### config.mk
export PLATFORM = sky130hd
export DESIGN_NAME = png_chunk_framer_crc32_flat
export DESIGN_NICKNAME = d
export VERILOG_FILES = /design/src/hdl/pcf_pkg.sv /design/src/hdl/pcf_ifs.sv /design/src/hdl/pcf_front.sv /design/src/hdl/pcf_queue.sv /design/src/hdl/pcf_back.sv /design/src/hdl/png_chunk_framer_crc32.sv /design/src/flat_wrapper.sv
export SDC_FILE = /design/constraint.sdc
export NUM_CORES = 1
export LEC_CHECK = 0
export BUFFER_PORTS_ARGS = -buffer_cell sky130_fd_sc_hd__buf_2
export CAP_MARGIN = 0
export CORE_MARGIN = 2
export CORE_UTILIZATION = 55
export CTS_BUF_LIST = sky130_fd_sc_hd__clkbuf_4 sky130_fd_sc_hd__clkbuf_8
export DETAILED_ROUTE_END_ITERATION = 12
export MAX_ROUTING_LAYER = met4
export PLACE_DENSITY = 0.82
export SYNTH_ARGS = -nofsm -noshare
export SYNTH_HDL_FRONTEND = slang
export SYNTH_SLANG_ARGS = --single-unit
### constraint.sdc
create_clock -name clk -period 8.7 [get_ports clk]
set_clock_uncertainty 0.1 [all_clocks]
set_input_delay 1.305 -clock clk [delete_from_list [all_inputs] [get_ports clk]]
set_output_delay 1.305 -clock clk [all_outputs]
set_load 0.02 [all_outputs]
### src/hdl/pcf_pkg.sv
// ----------------------------------------------------------------------------
// pcf_pkg
// Types, constants and CRC-32 helpers for the PNG chunk framer.
// ----------------------------------------------------------------------------
`timescale 1ns / 1ps

package pcf_pkg;

	localparam logic [31:0] CRC_POLY = 32'hEDB88320;
	localparam logic [31:0] CRC_INIT = 32'hFFFFFFFF;

	// byte sequencer steps: 0-3 length, 4-7 type (7 also data), 8-11 CRC
	localparam logic [3:0] STEP_FIRST    = 4'd0;
	localparam logic [3:0] STEP_TYPE0    = 4'd4;
	localparam logic [3:0] STEP_BODY_END = 4'd7;
	localparam logic [3:0] STEP_CRC0     = 4'd8;
	localparam logic [3:0] STEP_CRC_END  = 4'd11;

	typedef enum logic [1:0] {
		KIND_BEGIN = 2'd0,
		KIND_DATA  = 2'd1,
		KIND_ERR   = 2'd2
	} kind_t;

	typedef struct packed {
		kind_t       kind;
		logic        close;
		logic [31:0] chunk_type;
		logic [30:0] chunk_length;
		logic [7:0]  data_byte;
	} cmd_entry_t;

	function automatic logic [31:0] crc_fold(input logic [31:0] crc, input logic [7:0] b);
		logic [31:0] c;
		c = crc ^ {24'd0, b};
		for (int i = 0; i < 8; i++) begin
			c = (c >> 1) ^ (c[0] ? CRC_POLY : 32'd0);
		end
		return c;
	endfunction

	// big-endian byte pick, index 0 is the most significant byte
	function automatic logic [7:0] word_byte(input logic [31:0] w, input logic [1:0] idx);
		logic [7:0] r;
		unique case (idx)
			2'd0: r = w[31:24];
			2'd1: r = w[23:16];
			2'd2: r = w[15:8];
			2'd3: r = w[7:0];
			default: r = 8'd0;
		endcase
		return r;
	endfunction

endpackage

### src/hdl/pcf_ifs.sv
// ----------------------------------------------------------------------------
// pcf_ifs
// Valid/ready channels of the PNG chunk framer: command in, byte stream out.
// ----------------------------------------------------------------------------
`timescale 1ns / 1ps

interface pcf_cmd_if;
	logic        valid;
	logic        ready;
	logic        action;
	logic [31:0] chunk_type;
	logic [30:0] chunk_length;
	logic [7:0]  data_byte;

	modport source (output valid, action, chunk_type, chunk_length, data_byte, input ready);
	modport sink   (input valid, action, chunk_type, chunk_length, data_byte, output ready);
endinterface

interface pcf_byte_if;
	logic       valid;
	logic       ready;
	logic [7:0] out_byte;
	logic       run_last;
	logic       chunk_done;
	logic       error;

	modport source (output valid, out_byte, run_last, chunk_done, error, input ready);
	modport sink   (input valid, out_byte, run_last, chunk_done, error, output ready);
endinterface

### src/hdl/pcf_front.sv
// ----------------------------------------------------------------------------
// pcf_front
// Accepts command items, tracks the open chunk and its byte count, and
// classifies each item as begin, data or error for the back end.
// ----------------------------------------------------------------------------
`timescale 1ns / 1ps

module pcf_front
	import pcf_pkg::*;
(
	input  logic       clk,
	input  logic       arst_n,
	pcf_cmd_if.sink    cmd,
	output logic       push_valid,
	output cmd_entry_t push_entry,
	input  logic       push_ready
);

	logic        chunk_open_q;
	logic [30:0] bytes_left_q;
	logic [30:0] left_dec;
	logic        accept;
	logic        is_err;

	assign cmd.ready  = push_ready;
	assign accept     = cmd.valid & push_ready;
	assign push_valid = cmd.valid;
	assign left_dec   = bytes_left_q - 31'd1;
	assign is_err     = cmd.action ? !chunk_open_q : chunk_open_q;

	always_comb begin
		push_entry.chunk_type   = cmd.chunk_type;
		push_entry.chunk_length = cmd.chunk_length;
		push_entry.data_byte    = cmd.data_byte;
		if (is_err) begin
			push_entry.kind  = KIND_ERR;
			push_entry.close = 1'b0;
		end else if (!cmd.action) begin
			push_entry.kind  = KIND_BEGIN;
			push_entry.close = (cmd.chunk_length == 31'd0);
		end else begin
			push_entry.kind  = KIND_DATA;
			push_entry.close = (left_dec == 31'd0);
		end
	end

	always_ff @(posedge clk or negedge arst_n) begin
		if (!arst_n) begin
			chunk_open_q <= 1'b0;
			bytes_left_q <= 31'd0;
		end else if (accept && !is_err) begin
			chunk_open_q <= !push_entry.close;
			bytes_left_q <= cmd.action ? left_dec : cmd.chunk_length;
		end
	end

endmodule

### src/hdl/pcf_queue.sv
// ----------------------------------------------------------------------------
// pcf_queue
// Small register FIFO of classified items between front and back end.
// ----------------------------------------------------------------------------
`timescale 1ns / 1ps

module pcf_queue
	import pcf_pkg::*;
#(
	parameter int DEPTH = 4
) (
	input  logic       clk,
	input  logic       arst_n,
	input  logic       push_valid,
	input  cmd_entry_t push_entry,
	output logic       push_ready,
	output logic       head_valid,
	output cmd_entry_t head_entry,
	input  logic       pop
);

	localparam int PTR_W = (DEPTH > 1) ? $clog2(DEPTH) : 1;
	localparam int CNT_W = $clog2(DEPTH + 1);
	localparam logic [PTR_W-1:0] PTR_LAST = PTR_W'(DEPTH - 1);
	localparam logic [CNT_W-1:0] CNT_FULL = CNT_W'(DEPTH);

	cmd_entry_t       mem_q [DEPTH];
	logic [PTR_W-1:0] wr_ptr_q;
	logic [PTR_W-1:0] rd_ptr_q;
	logic [CNT_W-1:0] count_q;
	logic             do_push;
	logic             do_pop;

	assign push_ready = (count_q != CNT_FULL);
	assign head_valid = (count_q != '0);
	assign head_entry = mem_q[rd_ptr_q];
	assign do_push    = push_valid & push_ready;
	assign do_pop     = pop & head_valid;

	always_ff @(posedge clk) begin
		if (do_push) begin
			mem_q[wr_ptr_q] <= push_entry;
		end
	end

	always_ff @(posedge clk or negedge arst_n) begin
		if (!arst_n) begin
			wr_ptr_q <= '0;
			rd_ptr_q <= '0;
			count_q  <= '0;
		end else begin
			if (do_push) begin
				wr_ptr_q <= (wr_ptr_q == PTR_LAST) ? '0 : wr_ptr_q + PTR_W'(1);
			end
			if (do_pop) begin
				rd_ptr_q <= (rd_ptr_q == PTR_LAST) ? '0 : rd_ptr_q + PTR_W'(1);
			end
			if (do_push && !do_pop) begin
				count_q <= count_q + CNT_W'(1);
			end else if (do_pop && !do_push) begin
				count_q <= count_q - CNT_W'(1);
			end
		end
	end

endmodule

### src/hdl/pcf_back.sv
// ----------------------------------------------------------------------------
// pcf_back
// Byte sequencer: walks the queue head through its length, type, data and
// CRC bytes, folds the CRC, and drives the registered output stage.
// ----------------------------------------------------------------------------
`timescale 1ns / 1ps

module pcf_back
	import pcf_pkg::*;
(
	input  logic       clk,
	input  logic       arst_n,
	input  logic       head_valid,
	input  cmd_entry_t head_entry,
	output logic       pop,
	pcf_byte_if.source stream
);

	logic        active_q;
	logic [3:0]  step_q;
	logic [31:0] crc_q;
	logic        o_valid_q;
	logic [7:0]  o_byte_q;
	logic        o_last_q;
	logic        o_done_q;
	logic        o_err_q;

	logic [3:0]  cur_step;
	logic        emit;
	logic        is_last;
	logic        is_err;
	logic        in_body;
	logic [7:0]  cur_byte;
	logic [31:0] crc_base;

	assign is_err   = (head_entry.kind == KIND_ERR);
	assign cur_step = active_q ? step_q :
		((head_entry.kind == KIND_BEGIN) ? STEP_FIRST : STEP_BODY_END);
	assign emit     = head_valid && (!o_valid_q || stream.ready);
	assign is_last  = (cur_step == STEP_CRC_END) ||
		((cur_step == STEP_BODY_END) && !head_entry.close);
	assign in_body  = (cur_step >= STEP_TYPE0) && (cur_step < STEP_CRC0);
	assign pop      = emit && is_last;
	assign crc_base = (cur_step == STEP_TYPE0) ? CRC_INIT : crc_q;

	always_comb begin
		if (is_err) begin
			cur_byte = 8'd0;
		end else if (cur_step < STEP_TYPE0) begin
			cur_byte = word_byte({1'b0, head_entry.chunk_length}, cur_step[1:0]);
		end else if (in_body) begin
			cur_byte = (head_entry.kind == KIND_DATA) ? head_entry.data_byte :
				word_byte(head_entry.chunk_type, cur_step[1:0]);
		end else begin
			cur_byte = word_byte(~crc_q, cur_step[1:0]);
		end
	end

	always_ff @(posedge clk or negedge arst_n) begin
		if (!arst_n) begin
			active_q  <= 1'b0;
			step_q    <= STEP_FIRST;
			crc_q     <= CRC_INIT;
			o_valid_q <= 1'b0;
		end else begin
			if (emit) begin
				o_valid_q <= 1'b1;
				active_q  <= !is_last;
				step_q    <= cur_step + 4'd1;
				if (in_body && !is_err) begin
					crc_q <= crc_fold(crc_base, cur_byte);
				end
			end else if (stream.ready) begin
				o_valid_q <= 1'b0;
			end
		end
	end

	always_ff @(posedge clk) begin
		if (emit) begin
			o_byte_q <= cur_byte;
			o_last_q <= is_last;
			o_done_q <= (cur_step == STEP_CRC_END);
			o_err_q  <= is_err;
		end
	end

	assign stream.valid      = o_valid_q;
	assign stream.out_byte   = o_byte_q;
	assign stream.run_last   = o_last_q;
	assign stream.chunk_done = o_done_q;
	assign stream.error      = o_err_q;

endmodule

### src/hdl/png_chunk_framer_crc32.sv
// ----------------------------------------------------------------------------
// png_chunk_framer_crc32
// PNG chunk framer: length, type, data and CRC-32 bytes from begin/data items.
// ----------------------------------------------------------------------------
// Channel  Dir  Payload                                         Item
// cmd      in   action, chunk_type, chunk_length, data_byte     one command
// stream   out  out_byte, run_last, chunk_done, error           one byte
//
// Input side takes one item per cycle while the queue (QUEUE_DEPTH entries)
// has room. Output side gives one byte per cycle unless the stream stalls:
// a begin yields 8 bytes (12 for an empty chunk), a data item 1 (5 when it
// closes the chunk), an error 1. The byte sequencer sets the rate. Reset
// clears the queue, chunk state and output valid. Either side may stall.
// ----------------------------------------------------------------------------
`timescale 1ns / 1ps

module png_chunk_framer_crc32
	import pcf_pkg::*;
#(
	parameter int QUEUE_DEPTH = 4
) (
	input  logic       clk,
	input  logic       arst_n,
	pcf_cmd_if.sink    cmd,
	pcf_byte_if.source stream
);

	logic       push_valid;
	logic       push_ready;
	cmd_entry_t push_entry;
	logic       head_valid;
	cmd_entry_t head_entry;
	logic       pop;

	pcf_front u_front (
		.clk        (clk),
		.arst_n     (arst_n),
		.cmd        (cmd),
		.push_valid (push_valid),
		.push_entry (push_entry),
		.push_ready (push_ready)
	);

	pcf_queue #(
		.DEPTH (QUEUE_DEPTH)
	) u_queue (
		.clk        (clk),
		.arst_n     (arst_n),
		.push_valid (push_valid),
		.push_entry (push_entry),
		.push_ready (push_ready),
		.head_valid (head_valid),
		.head_entry (head_entry),
		.pop        (pop)
	);

	pcf_back u_back (
		.clk        (clk),
		.arst_n     (arst_n),
		.head_valid (head_valid),
		.head_entry (head_entry),
		.pop        (pop),
		.stream     (stream)
	);

endmodule

### src/flat_wrapper.sv
// flat-port wrapper written by rule: the top's interface ports become plain ports
module png_chunk_framer_crc32_flat import pcf_pkg::*;
#(
	parameter int QUEUE_DEPTH = 4
)
  (clk, arst_n, cmd_valid, cmd_action, cmd_chunk_type, cmd_chunk_length, cmd_data_byte, cmd_ready, stream_valid, stream_out_byte, stream_run_last, stream_chunk_done, stream_error, stream_ready);
  pcf_cmd_if cmd_i ();
  pcf_byte_if stream_i ();
  input  logic clk;
  input  logic arst_n;
  input wire logic [$bits(cmd_i.valid)-1:0] cmd_valid;
  input wire logic [$bits(cmd_i.action)-1:0] cmd_action;
  input wire logic [$bits(cmd_i.chunk_type)-1:0] cmd_chunk_type;
  input wire logic [$bits(cmd_i.chunk_length)-1:0] cmd_chunk_length;
  input wire logic [$bits(cmd_i.data_byte)-1:0] cmd_data_byte;
  output wire logic [$bits(cmd_i.ready)-1:0] cmd_ready;
  output wire logic [$bits(stream_i.valid)-1:0] stream_valid;
  output wire logic [$bits(stream_i.out_byte)-1:0] stream_out_byte;
  output wire logic [$bits(stream_i.run_last)-1:0] stream_run_last;
  output wire logic [$bits(stream_i.chunk_done)-1:0] stream_chunk_done;
  output wire logic [$bits(stream_i.error)-1:0] stream_error;
  input wire logic [$bits(stream_i.ready)-1:0] stream_ready;
  assign cmd_i.valid = cmd_valid;
  assign cmd_i.action = cmd_action;
  assign cmd_i.chunk_type = cmd_chunk_type;
  assign cmd_i.chunk_length = cmd_chunk_length;
  assign cmd_i.data_byte = cmd_data_byte;
  assign cmd_ready = cmd_i.ready;
  assign stream_valid = stream_i.valid;
  assign stream_out_byte = stream_i.out_byte;
  assign stream_run_last = stream_i.run_last;
  assign stream_chunk_done = stream_i.chunk_done;
  assign stream_error = stream_i.error;
  assign stream_i.ready = stream_ready;
  png_chunk_framer_crc32 #(.QUEUE_DEPTH(QUEUE_DEPTH)) u_core (.clk(clk), .arst_n(arst_n), .cmd(cmd_i), .stream(stream_i));
endmodule
==> summary.txt, run 1 <==
Status = completed
Root Buffer = clkbuf_8
GPL Wtd Cong = 0.932
Top achievable clock speed = 161 MHz
Post-route ant nets = 0
Post-synthesis average cell area = 14.0 um2
Initial DRC Count = 1321
Worst Hold Slack = 0.383 ns
Post_cts resized = 0
Crit end category = flop
Hold buffers post-CTS = 0
Die Width = 183 um
Placement Rows = 65
Final net count = 1446
CP max FO = 34
Setup_tns = 0 ns
Fill cell count = 2252
DP HPWL = 26.1 mm
Most common cell in the netlist = edfxtp_1
FF+latch count, synth = 384
Largest net degree at the start of global routing = 89
Reg clk slew, reported paths = 0.07 ns
Worst-Margin Slew = 1.10 ns
Commonest cells in the netlist = edfxtp_1, nand2_1, nor2_1
# IOs = 89
Total track usage = 24.9%
Syn Nets = 1352
Critical path type = reg2reg
Cell Count Post-Placement = 1695
Synth area leader = edfxtp_1
Share of cells above drive strength 1 = 23.4%
Setup Buffers After CTS = 0
Hold Vio Cnt, Final = 0
DRT Pass-1 Iters = 6
Port Buffer Count = 88
Wire length per cell = 22.2 um
Post-synth top flop = edfxtp_1
Clk buf depth = 3
Placed Area = 18300 um2
Syn Std Cell Area = 17700 um2
Min-delay src = u_core.u_back.crc_q[19]
Number of H-tree levels = 2
Top-area cell type share of the netlist area = 52.1%
CP Launch Type = flop
EDFF count, synth = 307
Initial Utilization = 56.0%
Slew headroom = 26.8%
Vias = 11200
Warnings, synthesis = 0
Reg2reg start = u_core.u_queue.rd_ptr_q[1]
Design Area, Final = 19600 um2
Slew Limit Fails = 0
Vias in the first global route = 11000
Distinct cells, synth = 89
Area contributors post-synth = edfxtp_1, dfrtp_1, mux4_2, dfstp_2, mux2i_1
Layout area overhead = 10.8%
Worst Setup SP = u_core.u_queue.rd_ptr_q[1]
Post-synthesis cell count = 1261
Clock latency on the worst-skew pair = 0.62 ns
Post-DR vias/cell = 6.19
WP data arrival = 6.65 ns
RSZ-0062 raised after global routing = no
Num CTS Buffers = 60
Total wire length = 40.1 mm
Antenna violations before repair = 0
# Max-Cap Violations = 0
Post-synth ARST share = 20.1%
First-pass GRT wire length = 62.3 mm
Worst Hold Class = reg2reg
Core box area = 31600 um2
Non-filler cells, final = 1807
Gr ovfl total = 0
TritonCTS clock tree = yes
Fin crit period = 6.19 ns
Die area = 33600 um2
Required @ worst endpoint = 9.15 ns
DIE HEIGHT = 183 um
DRC = 0
Setup violators final = 0
Register area share after synthesis = 63.2%
Final period utilization = 71.2%
Clock sinks = 384
Ant. Diodes = 0
[final timing paths]
path,depth (start not counted),slack (ns),to
hold reg to reg,2,0.38,u_core.u_back.crc_q[19]
setup reg to reg,15,2.51,u_core.u_back.crc_q[18]
max in group asynchronous,2,6.80,u_core.u_queue.rd_ptr_q[1]
min in group asynchronous,1,0.69,u_core.u_back.crc_q[6]
hold / removal,2,0.38,u_core.u_back.crc_q[19]
setup / recovery,15,2.51,u_core.u_back.crc_q[18]
[through the flow]
stage               setup WS (ns)  util [%]
floorplan                    4.17         -
global placement             2.84      58.0
detailed placement           2.63      58.0
CTS                          2.56      62.0
global route                 2.22      62.0
finish                       2.51      62.0
[cell usage in the layout (no fill, tap or decap), types with 18 or more instances in the layout]
cell	count
dfrtp_1	43
mux2i_1	63
buf_2	87
a21oi_1	74
dfstp_2	32
xor2_1	27
o22ai_1	32
xnor2_1	36
nand2_1	98
nand2b_1	18
nor2_1	81
edfxtp_1	307
inv_1	23
o21ai_0	81
mux4_2	42
clkbuf_8	69
clkbuf_4	24
[logic make-up (layout without fill, tap and decap cells)]
family                     after synthesis  after routing  synth area share (%)
buffers and inverters                   93            237                  3.02
DFF                                    384            384                  63.2
muxes                                  116            116                  9.69
AOI/OAI and AO/OA                      268            268                  9.64
and+or+nand+nor                        308            308                  8.43
adders and majority gates               15             15                  1.10
xor gates and xnor gates                77             77                  4.93
[final cells by class]
class	instances	area (um2)	area share [%]
tap	402	503	2.56
clock buffer	93	1130	5.76
multi-input combinational	784	6000	30.6
timing repair buffer	102	548	2.79
clock inverter	19	150	0.766
sequential	384	11200	57.1
inverter	23	86.3	0.440
[critical path, cell delays in order, from the launching register on]
cell,delay [ns]
dfrtp_4,0.78
mux4_2,0.63
nand2_1,0.16
o21a_1,0.22
inv_1,0.12
ha_1,0.53
inv_1,0.72
o21ai_0,0.19
or4_1,0.58
and2_0,0.16
o311a_1,0.34
a211o_1,0.47
xor2_2,0.29
xor2_1,0.34
xor3_1,0.37
o21ai_1,0.12
[flip-flops by register name (all words and copies together) (netlist names)]
signal                           count
u_core.u_back.active_q               1
u_core.u_back.crc_q                 32
u_core.u_back.step_q                 4
u_core.u_back.stream.chunk_done      1
u_core.u_back.stream.error           1
u_core.u_back.stream.out_byte        8
u_core.u_back.stream.run_last        1
u_core.u_back.stream.valid           1
u_core.u_front.bytes_left_q         31
u_core.u_front.chunk_open_q          1
u_core.u_queue.count_q               3
u_core.u_queue.mem_q               296
u_core.u_queue.rd_ptr_q              2
u_core.u_queue.wr_ptr_q              2
[metal layers]
| layer | up-vias | routed length (um) | GRT usage [%] |
|---|---|---|---|
| met1 | 5538 | 15900 | 32.4 |
| met5 | - | 0 | - |
| li1 | 4998 | - | - |
| met4 | 0 | 1430 | 9.09 |
| met3 | 119 | 3070 | 4.31 |
| met2 | 535 | 19700 | 39.9 |
Power of run 1 is not shown: default switching activity piles up to over one toggle a cycle in this logic, so the estimate is an artifact.
==> inputs of run 2 (changes only) <==
- PLACE_DENSITY: 0.82 -> 0.85
- clock period: 8.7 -> 5.5 ns (I/O delays scaled with it)
==> run 2 against run 1 <==
- setup slack got worse by 2.1 ns
- routed wire length rose by 2.3%
- worst hold slack got worse by 0.30 ns
- die area did not move
- non-clock buffer count rose by 13
==> summary.txt, run 2 (synthesized netlist as in run 1, its figures left out) <==
Largest register FFs = 296 (unchanged)
First-pass GRT wire length = 62.9 mm (+0.90%)
Slew headroom = 27.2% (+0.38 points)
Slowest cell on the critical path = or4_1
Core box area = 31600 um2 (unchanged)
Setup violators final = 0 (unchanged)
Reg2reg start = u_core.u_back.active_q
Ant. Diodes = 0 (unchanged)
Slew Limit Fails = 0 (unchanged)
Max incr delay on CP = 0.59 ns (-0.19 ns)
Clock latency on the worst-skew pair = 0.65 ns (+0.03 ns)
Reg clk slew, reported paths = 0.06 ns (about the same)
Hold buffers post-CTS = 0 (unchanged)
Hold Vio Cnt, Final = 0 (unchanged)
Post-route ant nets = 0 (unchanged)
Worst-Margin Slew = 1.08 ns (-0.0198 ns)
Most used cell, CP = inv_1
Final period utilization = 93.3% (+22 points)
RSZ-0062 raised after global routing = no
Register with the most flip-flops = u_core.u_queue.mem_q
DRC = 0 (unchanged)
Share of cells above drive strength 1 = 23.7% (+0.33 points)
Reg2reg end = u_core.u_back.crc_q[18]
Layout area overhead = 11.6%
Num CTS Buffers = 59 (-1.7%)
Number of H-tree levels = 2 (unchanged)
Vias = 11400 (+1.5%)
TritonCTS clock tree = yes
Status = completed
Post_cts resized = 0 (unchanged)
CP Launch Type = flop
Top achievable clock speed = 195 MHz (+21%)
Gr ovfl total = 0 (unchanged)
Initial DRC Count = 1346 (+1.9%)
DIE HEIGHT = 183 um (unchanged)
GPL Wtd Cong = 0.915 (-1.8%)
# Max-Cap Violations = 0 (unchanged)
Clk buf depth = 3 (unchanged)
Worst Hold Class = in2async
Crit end category = flop
Wire length per cell = 22.6 um (+1.7%)
Total wire length = 41.0 mm (+2.3%)
Clock sinks = 384 (unchanged)
CP Cell Sequence = inv_1 > o21ai_0 > inv_1 > ha_1 > nand2b_1 > o22ai_1 > or4_1 > and2_0 > o311a_1 > a211o_1 > xor2_2 > xor2_1 > xor3_1 > o21ai_1
Total track usage = 25.3% (+0.36 points)
Vias in the first global route = 11100 (+1.1%)
Final net count = 1458 (+0.83%)
Antenna violations before repair = 0 (unchanged)
DP HPWL = 27.3 mm (+4.7%)
Largest net degree at the start of global routing = 88 (-1.1%)
CP max FO = 11 (-68%)
# IOs = 89 (unchanged)
Initial Utilization = 56.0% (unchanged)
Placement Rows = 65 (unchanged)
R2R cell count = 14 (-1)
Setup_tns = 0 ns (unchanged)
Commonest non-fill, non-tap cell in the layout = edfxtp_1
Most frequent cells in the layout = edfxtp_1, nand2_1, buf_2, nor2_1, o21ai_0
DRT Pass-1 Iters = 6 (unchanged)
Port Buffer Count = 88 (unchanged)
Required @ worst endpoint = 5.96 ns (-3.19 ns)
Die area = 33600 um2 (unchanged)
Setup Buffers After CTS = 0 (unchanged)
Post-DR vias/cell = 6.25 (+0.96%)
WP data arrival = 5.59 ns (-1.06 ns)
Critical path type = reg2reg
Root Buffer = clkbuf_8
Die Width = 183 um (unchanged)
Flop2flop setup slack = 0.37 ns (-2.14 ns)
Fin crit period = 5.13 ns (-1.06 ns)
Regs by FF count = u_core.u_queue.mem_q (296), u_core.u_back.crc_q (32), u_core.u_front.bytes_left_q (31)
run 2: cell type report:
| type | count | area, um2 |
|---|---|---|
| Inverter | 23 | 86.3 |
| Fill cell | 2197 | 11900 |
| Sequential cell | 384 | 11200 |
| Timing Repair Buffer | 115 | 646 |
| Clock buffer | 75 | 957 |
| Clock inverter | 34 | 357 |
| Tap cell | 402 | 503 |
| Multi-Input combinational cell | 784 | 6000 |
run 2: critical path, delay by kind of cell (launching register included):
family | cells | cell delay (ns)
and+or+nand+nor | 3 | 1.23
buffers and inverters | 2 | 0.38
DFF | 1 | 0.49
AOI/OAI and AO/OA | 5 | 1.54
xor gates and xnor gates | 3 | 1.01
adders and majority gates | 1 | 0.30
run 2: worst max-delay path by stage:
stage	slack, ns	cells after the start	endpoint	from
2_1_floorplan	0.97	17	u_core.u_back.crc_q[18]	u_core.u_queue.rd_ptr_q[1]
3_3_place_gp	0.75	11	u_core.u_back.crc_q[22]	u_core.u_queue.rd_ptr_q[1]
3_5_place_dp	0.62	16	u_core.u_back.crc_q[18]	u_core.u_back.active_q
4_1_cts	0.51	14	u_core.u_back.crc_q[18]	u_core.u_back.active_q
5_1_grt	0.1	16	u_core.u_back.crc_q[18]	u_core.u_back.active_q
6_report	0.37	14	u_core.u_back.crc_q[18]	u_core.u_back.active_q
run 2: per-stage QoR:
stage | std cells | utilization, % | area, um2 | hold slack (ns) | setup slack (ns)
after floorplan | 1261 | - | 17700 | 0.340 | 0.971
after detailed placement | 1708 | 58.3 | 18400 | 0.364 | 0.615
after global routing | 1817 | 62.4 | 19700 | 0.104 | 0.0986
after global placement | 1708 | 58.3 | 18400 | 0.360 | 0.747
after CTS | 1817 | 62.4 | 19700 | 0.0797 | 0.509
final | 1817 | 62.4 | 19700 | 0.0813 | 0.369
run 2: layer usage:
| layer | part of all wire [%] | up-vias | global-route usage, % |
|---|---|---|---|
| li1 | - | 5036 | - |
| met1 | 38 | 5587 | 32.3 |
| met2 | 50 | 630 | 41.4 |
| met3 | 8.2 | 107 | 4.39 |
| met4 | 3.1 | 0 | 8.61 |
| met5 | 0 | - | - |
Power of run 2 is left out for the same reason.
==> inputs of run 3 (changes only) <==
- ABC_CLOCK_PERIOD_IN_PS: unset -> 5500
- CORE_ASPECT_RATIO: unset -> 0.75
- CORE_UTILIZATION: 55 -> 25
- PLACE_DENSITY: 0.85 -> 0.5
==> run 3 against run 2 <==
- maximum frequency rose by 0.54%
- sequential share of layout area fell by 2.2 points
- critical path depth did not move
- flip-flop and latch count did not move
- register-to-register slack improved by 0.03 ns
- via count fell by 4.4%
- design area rose by 4.0%
- cell count rose by 31%
- clock-buffer cell count rose by 19
- setup slack improved by 0.028 ns
- worst hold slack got worse by 0.0081 ns
- first-iteration DRC count fell by 34%
==> summary.txt, run 3 (synthesized netlist as in run 1, its figures left out) <==
Worst Hold Class = in2async
Commonest non-fill, non-tap cell in the layout = edfxtp_1
Crit end category = flop
Post_cts resized = 0 (unchanged)
Regs by FF count = u_core.u_queue.mem_q (296), u_core.u_back.crc_q (32), u_core.u_front.bytes_left_q (31)
Setup Buffers After CTS = 0 (unchanged)
Total wire length = 48.4 mm (+18%)
Vias in the first global route = 10700 (-3.6%)
Worst-Margin Slew = 1.19 ns (+0.108 ns)
Setup violators final = 0 (unchanged)
Reg clk slew, reported paths = 0.07 ns (about the same)
Placed Area = 19100 um2 (+3.6%)
Die area = 73000 um2 (+120%)
DRT Pass-1 Iters = 5 (-1)
Num CTS Buffers = 69 (+17%)
DRC = 0 (unchanged)
First-pass GRT wire length = 72.1 mm (+15%)
Final net count = 1462 (+0.27%)
Register with the most flip-flops = u_core.u_queue.mem_q
Slew Limit Fails = 0 (unchanged)
Root Buffer = clkbuf_8
Slew headroom = 20.7% (-6.4 points)
Post-DR vias/cell = 4.56 (-27%)
WP data arrival = 5.56 ns (-0.03 ns)
Initial Utilization = 25.2% (-31 points)
RSZ-0062 raised after global routing = no
TritonCTS clock tree = yes
Max layer used = met4
Largest register FFs = 296 (unchanged)
Hold Vio Cnt, Final = 0 (unchanged)
Met2 wire length = 21.5 mm (+3.9%)
Flop2flop setup slack = 0.40 ns (+0.03 ns)
Top achievable clock speed = 196 MHz (+0.54%)
CP Launch Type = flop
# Max-Cap Violations = 0 (unchanged)
Share of cells above drive strength 1 = 24.1% (+0.38 points)
Placement Rows = 84 (+29%)
Most frequent cells in the layout = edfxtp_1, nand2_1, buf_2, nor2_1, o21ai_0
Wire length per cell = 20.3 um (-9.9%)
Clock latency on the worst-skew pair = 0.63 ns (-0.02 ns)
Layout area overhead = 16.1%
Core box area = 70100 um2 (+120%)
Worst Slack Setup Final = 0.397 ns (+0.0278 ns)
Post-route ant nets = 0 (unchanged)
Util after Layout = 29.3% (-33 points)
Fin crit period = 5.10 ns (-0.0278 ns)
Met3 wire len = 2.82 mm (-17%)
CP max FO = 11 (unchanged)
Design Area, Final = 20500 um2 (+4.0%)
Setup_tns = 0 ns (unchanged)
Vias = 10900 (-4.4%)
Hold buffers post-CTS = 0 (unchanged)
GPL Wtd Cong = 0.875 (-4.3%)
Final period utilization = 92.8% (-0.51 points)
DP HPWL = 33.4 mm (+22%)
Clock sinks = 384 (unchanged)
Pre-CTS WS = 0.443 ns (-0.172 ns)
Antenna violations before repair = 10 (+10)
# IOs = 89 (unchanged)
Largest net degree at the start of global routing = 111 (+26%)
Fill cell count = 7070 (+220%)
Total track usage = 13.8% (-12 points)
Critical path type = reg2reg
Gr ovfl total = 0 (unchanged)
Die Width = 311 um (+70%)
Required @ worst endpoint = 5.95 ns (about the same)
DIE HEIGHT = 234 um (+28%)
Clk buf depth = 3 (unchanged)
Port Buffer Count = 88 (unchanged)
Initial DRC Count = 895 (-34%)
Detailed-routing wirelength on met1 = 23.1 mm (+47%)
Number of H-tree levels = 3 (+1)
Status = completed
==> run 3: changes by cell type in the layout (fill, tap and decap cells not counted), sizes merged <==
cell / before / now
clkbuf: 75 / 94
diode: 0 / 8
buf: 115 / 109
bufinv: 7 / 4
clkinv: 25 / 23
inv: 24 / 26
clkinvlp: 1 / 2
==> run 3: final cells by class <==
| class | instances | area, um2 | share of cell area (%) |
|---|---|---|---|
| Antenna cell | 8 | 20.0 | 0.0974 |
| Clock buffer | 94 | 1150 | 5.60 |
| Clock inverter | 32 | 277 | 1.35 |
| Inverter | 23 | 86.3 | 0.420 |
| Multi-Input combinational cell | 784 | 6010 | 29.2 |
| Sequential cell | 384 | 11200 | 54.5 |
| Tap cell | 946 | 1180 | 5.76 |
| Timing Repair Buffer | 109 | 626 | 3.05 |
==> run 3: routing by layer <==
| layer | track usage, % | vias to the layer above |
|---|---|---|
| met1 | 19.0 | 5432 |
| met5 | - | - |
| met2 | 20.2 | 302 |
| met3 | 2.93 | 77 |
| met4 | 4.32 | 0 |
| li1 | - | 5046 |
==> run 3: path summary, 6_finish.rpt <==
path | startpoint | end | depth (start not counted)
setup / recovery | u_core.u_back.active_q | u_core.u_back.crc_q[18] | 14
hold / removal | arst_n | u_core.u_back.step_q[1] | 1
setup reg to reg | u_core.u_back.active_q | u_core.u_back.crc_q[18] | 14
hold reg to reg | u_core.u_back.step_q[1] | u_core.u_back.step_q[1] | 2
max in group asynchronous | arst_n | u_core.u_front.bytes_left_q[28] | 2
min in group clk | cmd_chunk_type[14] | u_core.u_queue.mem_q[2][53] | 1
==> run 3: metrics by stage <==
step / hold WS, ns / std cells
final: 0.0732 / 2380
after global routing: 0.0665 / 2380
after CTS: 0.0179 / 2372
after detailed placement: 0.361 / 2246
after global placement: 0.355 / 2246
after floorplan: 0.340 / 1261
==> run 3: worst max-delay path, cell delays in order, from the launching register on <==
cell and delay, ns:
dfrtp_1 0.49, inv_1 0.22, o21ai_0 0.60, inv_1 0.15
ha_1 0.28, nand2_1 0.35, o22ai_1 0.16, or4_1 0.58
and2_0 0.16, o311a_1 0.32, a211o_1 0.43, xor2_2 0.30
xor2_1 0.38, xor3_1 0.39, o21ai_1 0.12
Power of run 3 is left out for the same reason.
